===== config.mk =====
export PLATFORM = sky130hd
export DESIGN_NAME = glob_wildcard_matcher
export DESIGN_NICKNAME = d
export VERILOG_FILES = /design/src/rtl/gwm_pkg.sv /design/src/rtl/glob_wildcard_matcher.sv /design/src/rtl/gwm_cfg_regs.sv /design/src/rtl/gwm_step.sv
export SDC_FILE = /design/constraint.sdc
export NUM_CORES = 1
export LEC_CHECK = 0
export BUFFER_PORTS_ARGS = -buffer_cell sky130_fd_sc_hd__buf_4
export CAP_MARGIN = 15
export CORE_MARGIN = 2
export CORE_UTILIZATION = 55
export DETAILED_ROUTE_END_ITERATION = 10
export MAX_ROUTING_LAYER = met4
export PLACE_DENSITY = 0.72
export SYNTH_ARGS = -nofsm -noshare
export SYNTH_HDL_FRONTEND = slang
export SYNTH_SLANG_ARGS = --single-unit

===== constraint.sdc =====
create_clock -name clk -period 14.5 [get_ports clk]
set_clock_uncertainty 0.15 [all_clocks]
set_input_delay 2.9 -clock clk [delete_from_list [all_inputs] [get_ports clk]]
set_output_delay 2.9 -clock clk [all_outputs]
set_load 0.005 [all_outputs]

===== src/rtl/gwm_pkg.sv =====
// ----------------------------------------------------------------------------
// gwm_pkg
// Shared constants for the glob wildcard matcher: register map, field
// widths and the two wildcard byte codes.
// ----------------------------------------------------------------------------
`default_nettype none

package gwm_pkg;

  // Configuration port
  localparam int CFG_IDX_W  = 3;
  localparam int CFG_DATA_W = 64;
  localparam int CFG_LEN_W  = 6;

  // Register indexes
  localparam logic [CFG_IDX_W-1:0] REG_LENGTH = 3'd0;
  localparam logic [CFG_IDX_W-1:0] REG_WORD0  = 3'd1;
  localparam logic [CFG_IDX_W-1:0] REG_WORD1  = 3'd2;
  localparam logic [CFG_IDX_W-1:0] REG_WORD2  = 3'd3;
  localparam logic [CFG_IDX_W-1:0] REG_WORD3  = 3'd4;

  // Pattern bytes packed per configuration word
  localparam int BYTES_PER_WORD = 8;

  // Wildcard codes
  localparam logic [7:0] CH_ANY_ONE = 8'h3F;  // '?'
  localparam logic [7:0] CH_ANY_RUN = 8'h2A;  // '*'

endpackage : gwm_pkg

`default_nettype wire


===== src/rtl/glob_wildcard_matcher.sv =====
// ----------------------------------------------------------------------------
// glob_wildcard_matcher
// Whole-string glob matcher over a byte stream.
// ----------------------------------------------------------------------------
// Takes one text byte per request and one request per cycle unless stalled. A
// request is captured in an input register; once it moves on from there, the live
// position set (one flag per pattern position) is updated for that byte in a
// single pass, and for a request that ends the string the verdict is loaded
// into the result register in the same step, so a result is valid once its
// request leaves the input register. The input side stalls only while a final
// request waits for the result register to be emptied. In the pattern '?'
// matches any one byte and '*' any run of bytes, the empty run too. Program
// the pattern while no request is in flight; the set kept mid-string is read
// under the current pattern.
// ----------------------------------------------------------------------------
`default_nettype none

module glob_wildcard_matcher #(
  parameter int MAX_PATTERN_BYTES = 32
) (
  input  wire logic                           clk,
  input  wire logic                           rst_n,
  // configuration
  input  wire logic                           cfg_we,
  input  wire logic [gwm_pkg::CFG_IDX_W-1:0]  cfg_index,
  input  wire logic [gwm_pkg::CFG_DATA_W-1:0] cfg_wdata,
  // input requests
  input  wire logic                           in_valid,
  output logic                                in_stall,
  input  wire logic [7:0]                     in_text_byte,
  input  wire logic                           in_no_byte,
  input  wire logic                           in_last_byte,
  // results
  output logic                                out_valid,
  input  wire logic                           out_stall,
  output logic                                out_matched
);
  import gwm_pkg::*;

  localparam int LEN_W = $clog2(MAX_PATTERN_BYTES + 1);
  localparam int P     = MAX_PATTERN_BYTES + 1;

  logic [MAX_PATTERN_BYTES-1:0][7:0] pat_bytes;
  logic [LEN_W-1:0]                  pat_len;

  logic         s1_valid_r, s1_valid_nxt;
  logic [7:0]   s1_byte_r;
  logic         s1_no_byte_r;
  logic         s1_last_r;
  logic [P-1:0] live_r;
  logic [P-1:0] live_upd;
  logic         step_matched;
  logic         out_valid_r;
  logic         out_matched_r;

  logic in_take;
  logic out_free;
  logic s1_go;

  gwm_cfg_regs #(
    .MAX_PATTERN_BYTES (MAX_PATTERN_BYTES),
    .LEN_W             (LEN_W)
  ) u_cfg_regs (
    .clk       (clk),
    .rst_n     (rst_n),
    .cfg_we    (cfg_we),
    .cfg_index (cfg_index),
    .cfg_wdata (cfg_wdata),
    .pat_bytes (pat_bytes),
    .pat_len   (pat_len)
  );

  gwm_step #(
    .MAX_PATTERN_BYTES (MAX_PATTERN_BYTES),
    .LEN_W             (LEN_W)
  ) u_step (
    .live      (live_r),
    .text_byte (s1_byte_r),
    .no_byte   (s1_no_byte_r),
    .pat_bytes (pat_bytes),
    .pat_len   (pat_len),
    .live_nxt  (live_upd),
    .matched   (step_matched)
  );

  // Handshake: a final request needs room in the result register
  assign out_free     = !out_valid_r || !out_stall;
  assign s1_go        = s1_valid_r && (!s1_last_r || out_free);
  assign in_stall     = s1_valid_r && !s1_go;
  assign in_take      = in_valid && !in_stall;
  assign s1_valid_nxt = in_take || (s1_valid_r && !s1_go);

  // Input register
  always_ff @(posedge clk) begin
    if (!rst_n) begin
      s1_valid_r <= 1'b0;
    end else begin
      s1_valid_r <= s1_valid_nxt;
    end
  end

  always_ff @(posedge clk) begin
    if (in_take) begin
      s1_byte_r    <= in_text_byte;
      s1_no_byte_r <= in_no_byte;
      s1_last_r    <= in_last_byte;
    end
  end

  // Live position set; back to the start state after each string
  always_ff @(posedge clk) begin
    if (!rst_n) begin
      live_r <= P'(1);
    end else if (s1_go) begin
      live_r <= s1_last_r ? P'(1) : live_upd;
    end
  end

  // Result register
  always_ff @(posedge clk) begin
    if (!rst_n) begin
      out_valid_r <= 1'b0;
    end else if (s1_go && s1_last_r) begin
      out_valid_r <= 1'b1;
    end else if (!out_stall) begin
      out_valid_r <= 1'b0;
    end
  end

  always_ff @(posedge clk) begin
    if (s1_go && s1_last_r) begin
      out_matched_r <= step_matched;
    end
  end

  assign out_valid   = out_valid_r;
  assign out_matched = out_matched_r;

endmodule : glob_wildcard_matcher

`default_nettype wire


===== src/rtl/gwm_cfg_regs.sv =====
// ----------------------------------------------------------------------------
// gwm_cfg_regs
// Pattern register file: holds the pattern bytes and the pattern length,
// and presents the length clamped to the pattern storage size.
// ----------------------------------------------------------------------------
`default_nettype none

module gwm_cfg_regs #(
  parameter int MAX_PATTERN_BYTES = 32,
  parameter int LEN_W             = $clog2(MAX_PATTERN_BYTES + 1)
) (
  input  wire logic                             clk,
  input  wire logic                             rst_n,
  input  wire logic                             cfg_we,
  input  wire logic [gwm_pkg::CFG_IDX_W-1:0]    cfg_index,
  input  wire logic [gwm_pkg::CFG_DATA_W-1:0]   cfg_wdata,
  output logic      [MAX_PATTERN_BYTES-1:0][7:0] pat_bytes,
  output logic      [LEN_W-1:0]                 pat_len
);
  import gwm_pkg::*;

  logic [CFG_LEN_W-1:0]               len_r;
  logic [MAX_PATTERN_BYTES-1:0][7:0]  pat_r;

  // Length register
  always_ff @(posedge clk) begin
    if (!rst_n) begin
      len_r <= '0;
    end else if (cfg_we && cfg_index == REG_LENGTH) begin
      len_r <= cfg_wdata[CFG_LEN_W-1:0];
    end
  end

  // Pattern bytes, one register per stored byte
  for (genvar b = 0; b < MAX_PATTERN_BYTES; b++) begin : g_byte
    localparam logic [CFG_IDX_W-1:0] WordIdx =
      CFG_IDX_W'(REG_WORD0 + b / BYTES_PER_WORD);
    localparam int Lsb = 8 * (b % BYTES_PER_WORD);

    always_ff @(posedge clk) begin
      if (!rst_n) begin
        pat_r[b] <= '0;
      end else if (cfg_we && cfg_index == WordIdx) begin
        pat_r[b] <= cfg_wdata[Lsb +: 8];
      end
    end
  end

  // Lengths beyond the storage size count as the full storage size
  always_comb begin
    if (len_r > CFG_LEN_W'(MAX_PATTERN_BYTES)) begin
      pat_len = LEN_W'(MAX_PATTERN_BYTES);
    end else begin
      pat_len = len_r[LEN_W-1:0];
    end
  end

  assign pat_bytes = pat_r;

endmodule : gwm_cfg_regs

`default_nettype wire


===== src/rtl/gwm_step.sv =====
// ----------------------------------------------------------------------------
// gwm_step
// Bit-parallel update of the live position set for one text byte (none for
// a byte-less request) and the whole-string verdict for the resulting set.
// ----------------------------------------------------------------------------
`default_nettype none

module gwm_step #(
  parameter int MAX_PATTERN_BYTES = 32,
  parameter int LEN_W             = $clog2(MAX_PATTERN_BYTES + 1)
) (
  input  wire logic [MAX_PATTERN_BYTES:0]        live,
  input  wire logic [7:0]                        text_byte,
  input  wire logic                              no_byte,
  input  wire logic [MAX_PATTERN_BYTES-1:0][7:0] pat_bytes,
  input  wire logic [LEN_W-1:0]                  pat_len,
  output logic      [MAX_PATTERN_BYTES:0]        live_nxt,
  output logic                                   matched
);
  import gwm_pkg::*;

  localparam int N = MAX_PATTERN_BYTES;
  localparam int P = MAX_PATTERN_BYTES + 1;

  logic [N-1:0] star;     // position is an in-use '*'
  logic [N-1:0] single;   // position consumes this byte
  logic [P-1:0] star_p;
  logic [P-1:0] closed;
  logic [P-1:0] adv;
  logic [P-1:0] final_set;

  // Star closure as a carry chain: a live star starts a carry that runs
  // through the following stars and lands on the first non-star position.
  function automatic logic [P-1:0] close_stars(input logic [P-1:0] s,
                                               input logic [P-1:0] t);
    logic [P-1:0] sum;
    sum = t + (s & t);
    return s | (sum ^ t);
  endfunction

  // Per-position pattern decode
  always_comb begin
    for (int i = 0; i < N; i++) begin
      star[i]   = (LEN_W'(i) < pat_len) && (pat_bytes[i] == CH_ANY_RUN);
      single[i] = (LEN_W'(i) < pat_len) && (pat_bytes[i] != CH_ANY_RUN) &&
                  ((pat_bytes[i] == CH_ANY_ONE) || (pat_bytes[i] == text_byte));
    end
  end

  assign star_p = {1'b0, star};
  assign closed = close_stars(live, star_p);

  // Stars stay put, other positions step forward on a match
  assign adv = {1'b0, closed[N-1:0] & star} | {closed[N-1:0] & single, 1'b0};

  assign live_nxt  = no_byte ? live : adv;
  assign final_set = close_stars(live_nxt, star_p);
  assign matched   = final_set[pat_len];

endmodule : gwm_step

`default_nettype wire


==> metrics.csv <==
stage,metric,value,unit
setup_path,CP most frequent cell,a31oi_1,
timing,setup violators final,0,
setup_path,worst-path maximum fanout,34,
synthesis,Post-synth EDFFs,11,
clocking,CTS root buf,clkbuf_16,
floorplan,Horiz. Die Dim,196.4,µm
global_routing,all-layer global routing usage,40.61,%
final_layout,Multi-input gate area,13330,µm²
synthesis,Post-synth top flop,dfxtp_1,
setup_path,CP Buf/Inv Count,1,
timing,Worst slew margin,18.89,%
synthesis,yosys warns,0,
timing,Final Max Slew Viols,0,
global_routing,number of antenna violations at the first check in global routing,2,
placed_design,Port Buffers,84,
synthesis,ys async rst share,0,%
setup_path,CP required,14.67,ns
min_path,worst hold path depth,2,
min_path,Worst Hold Launch,u_cfg_regs.pat_bytes[46],
timing,endpoints failing hold,0,
setup_path,"reg-to-reg slack, setup",7.77,ns
timing,fin crit period,6.732,ns
floorplan,Rows,70,
clocking,"Reg clk slew, reported paths",0.06,ns
global_routing,first-pass GRT wire length,117400,µm
min_path,Worst Hold Endpoint,u_cfg_regs.pat_bytes[46],
clocking,Clock Path Buffers,3,
floorplan,Die Ht,196.4,µm
clocking,Post-CTS Resized,0,
setup_path,slowest cell on the critical path,or4_4,
timing,WHS,0.3424,ns
clocking,htree depth,2,
setup_path,crit-path max cell delay,0.73,ns
final_layout,filler instances,3280,
clocking,Post-CTS Setup Bufs,0,
synthesis,synthesized flop and latch total,308,
final_layout,Reg area,6276,µm²
floorplan,Initial Util,55.76,%
power_and_ir_drop,PD cells,89.91,nW/µm²
drt,DR vias,20910,
power_and_ir_drop,P_leak,7.340,nW
outcome,status,finished clean,
timing,Post-Route Setup TNS,0,ns
synthesis,"Seq/Total Area, Yosys",30.82,%
setup_path,crit path DAT,6.90,ns
flow_run,max-cap viol count,0,
timing,RSZ-0062 raised after global routing,false,
floorplan,core area,36520,µm²
global_routing,global route total overflow,0,
placed_design,hpwl dp,54430,µm
setup_path,Worst setup SP type,flop,
clocking,CTS tree,done,
clocking,latest clock arrival within the worst-skew pair,0.58,ns
drt,final wirelength,76920,µm
drt,DRC,0,
synthesis,syn nets,2794,
drt,vias per inst,6.542,
synthesis,Syn Area/Cell,7.515,µm²
setup_path,worst r2r dst,out_matched,
clocking,Sink Count,308,
placed_design,placed insts,3130,
final_layout,Final Non-Filler Cells,3196,
timing,f_max,0.1485,GHz
floorplan,Die Area,38580,µm²
setup_path,CP Capture Type,flop,
drt,Iter 0 DRT Violations,2331,
global_routing,largest net degree at the start of global routing,184,
setup_path,Worst path depth,22,
setup_path,FF-to-FF Start,u_cfg_regs.len_r[2],
setup_path,R2R depth,22,
final_layout,layout cell share with drive strength beyond 1,9.101,%
clocking,CTS hold repair buffers,0,
min_path,Hold Path Class,flop to flop,
synthesis,cell area after synthesis,20370,µm²
final_layout,Area growth syn-to-layout,10.18,%
setup_path,crit-path cells,or4_4 -> o21a_1 -> nand3_2 -> inv_2 -> ha_1 -> nor2_1 -> a31oi_1 -> and4_1 -> o2111ai_1 -> a311oi_2 -> or3_1 -> a211oi_2 -> o31ai_1 -> a2111oi_0 -> o21ai_1 -> nand2_1 -> o311ai_4 -> a31oi_1 -> a21oi_1 -> a2111oi_2 -> nand4_1 -> o211a_1,
timing,Worst Max-Slew Pin Slew,1.217,ns
drt,Post-DRT Antenna Nets,0,
final_layout,post-layout util,61.44,%
setup_path,crit-path leading delay family,compound AO/OA/AOI/OAI gates,
synthesis,Synth Instances,2710,
final_layout,# nets final,2784,
drt,drt first pass iters,7,
clocking,TritonCTS Buffers,36,
setup_path,kind of critical path,flop to flop,
placed_design,GP Congestion,1.023,
floorplan,io pins,85,
power_and_ir_drop,Max VDD drop,0.1008,mV
global_routing,vias in the first global route,19430,
drt,DR WL/cell,24.07,µm
synthesis,library cells used by synthesis,106,
timing,fin crit share,46.43,%
[synthesized netlist by cell type, types with 19 or more instances]
library cell,count,area (µm²)
nand3_1,50,250.2
nor2b_1,35,219.0
o31ai_1,29,217.7
a31oi_1,25,156.4
and2_1,25,156.4
o21ai_0,77,385.4
inv_1,25,93.84
xor2_1,72,630.6
nand2_1,643,2414
a22oi_1,25,187.7
or3_1,28,175.2
nand4_1,67,419.2
a21oi_1,91,455.4
nor2_1,152,570.6
or4_1,23,172.7
xnor2_1,185,1620
nor3_1,58,290.3
buf_2,19,95.09
nor4_1,45,281.5
dfxtp_1,297,5946
a21boi_0,260,1952
clkbuf_1,139,521.8
[cell usage in the layout (no fill, tap or decap), types with 8 or more instances in the layout]
cell	synthesis	layout
a2111oi_0	10	10
a211oi_1	18	18
a21boi_0	260	260
a21o_1	12	12
a21oi_1	91	91
a22oi_1	25	25
a31oi_1	25	25
and2_1	25	25
and3_1	16	14
buf_4	0	128
clkbuf_1	139	8
clkbuf_16	0	38
dfxtp_1	297	297
edfxtp_1	11	11
inv_1	25	25
nand2_1	643	642
nand3_1	50	48
nand4_1	67	67
nand4b_1	11	11
nor2_1	152	151
nor2b_1	35	35
nor3_1	58	58
nor4_1	45	45
o211ai_1	17	17
o21a_1	13	13
o21ai_0	77	77
o31a_1	8	8
o31ai_1	29	29
or2_2	16	16
or3_1	28	28
or4_1	23	23
xnor2_1	185	185
xor2_1	72	72
[registers in the layout (all words and copies together), names as in the netlist]
signal / flops
live_r: 33
s1_byte_r: 8
out_valid: 1
out_matched: 1
s1_no_byte_r: 1
s1_last_r: 1
s1_valid_r: 1
u_cfg_regs.len_r: 6
u_cfg_regs.pat_bytes: 256
[stage by stage]
stage          setup slack [ns]  area (µm²)  total power [mW]
2_1_floorplan             8.300       20370             1.028
3_3_place_gp              8.041       21260             1.107
3_5_place_dp              7.983       21260             1.112
4_1_cts                   7.931       22430             2.020
5_1_grt                   7.222       22440             2.074
6_report                  7.768       22440             2.018
[worst max path at each step]
stage,from,end,slack (ns)
2_1_floorplan,out_stall,in_stall,8.30
3_3_place_gp,out_stall,in_stall,8.04
3_5_place_dp,u_cfg_regs.len_r[2],out_matched,7.98
4_1_cts,u_cfg_regs.len_r[2],out_matched,7.93
5_1_grt,u_cfg_regs.len_r[2],out_matched,7.22
6_report,u_cfg_regs.len_r[2],out_matched,7.77
[cell families (layout without fill, tap and decap cells)]
| logic type | Yosys count | count (layout) | synth area share (%) |
|---|---|---|---|
| xor gates and xnor gates | 257 | 257 | 11.05 |
| adders and majority gates | 2 | 2 | 0.1229 |
| and+or+nand+nor | 1223 | 1223 | 28.11 |
| muxes | 7 | 7 | 0.3502 |
| buffers and inverters | 203 | 218 | 3.895 |
| other | 0 | 3 | 0 |
| AOI/OAI and AO/OA | 710 | 710 | 25.66 |
| DFF | 308 | 308 | 30.82 |
[worst register-to-register path, delay by kind of cell (launching register included)]
family                   cells  cell delay (ns)
AND/OR/NAND/NOR              7             2.06
buffers and inverters        1             0.05
flip-flops                   1             0.70
adder cells (fa/ha/maj)      1             0.19
AO/OA/AOI/OAI               13             3.35
[metal layers]
layer  GRT usage, %  part of all wire (%)
met1          55.11                    42
met2          60.32                    43
met3          6.828                    10
met4          15.91                   4.0
met5              -                     0
[cell type report]
class | instances | share of cell area, %
clock buffer | 50 | 4.617
multi-input combinational | 2199 | 59.39
timing repair buffer | 129 | 4.333
inverter | 26 | 0.4349
antenna | 3 | 0.03346
clock inverter | 13 | 0.6134
tap | 468 | 2.610
sequential | 308 | 27.97
[where the power goes]
part,internal (mW),switching (mW)
Clock,0.525,0.393
Combinational,0.0794,0.130
Sequential,0.869,0.0208
Total,1.47,0.544
Power figures use the tool's default switching activity.
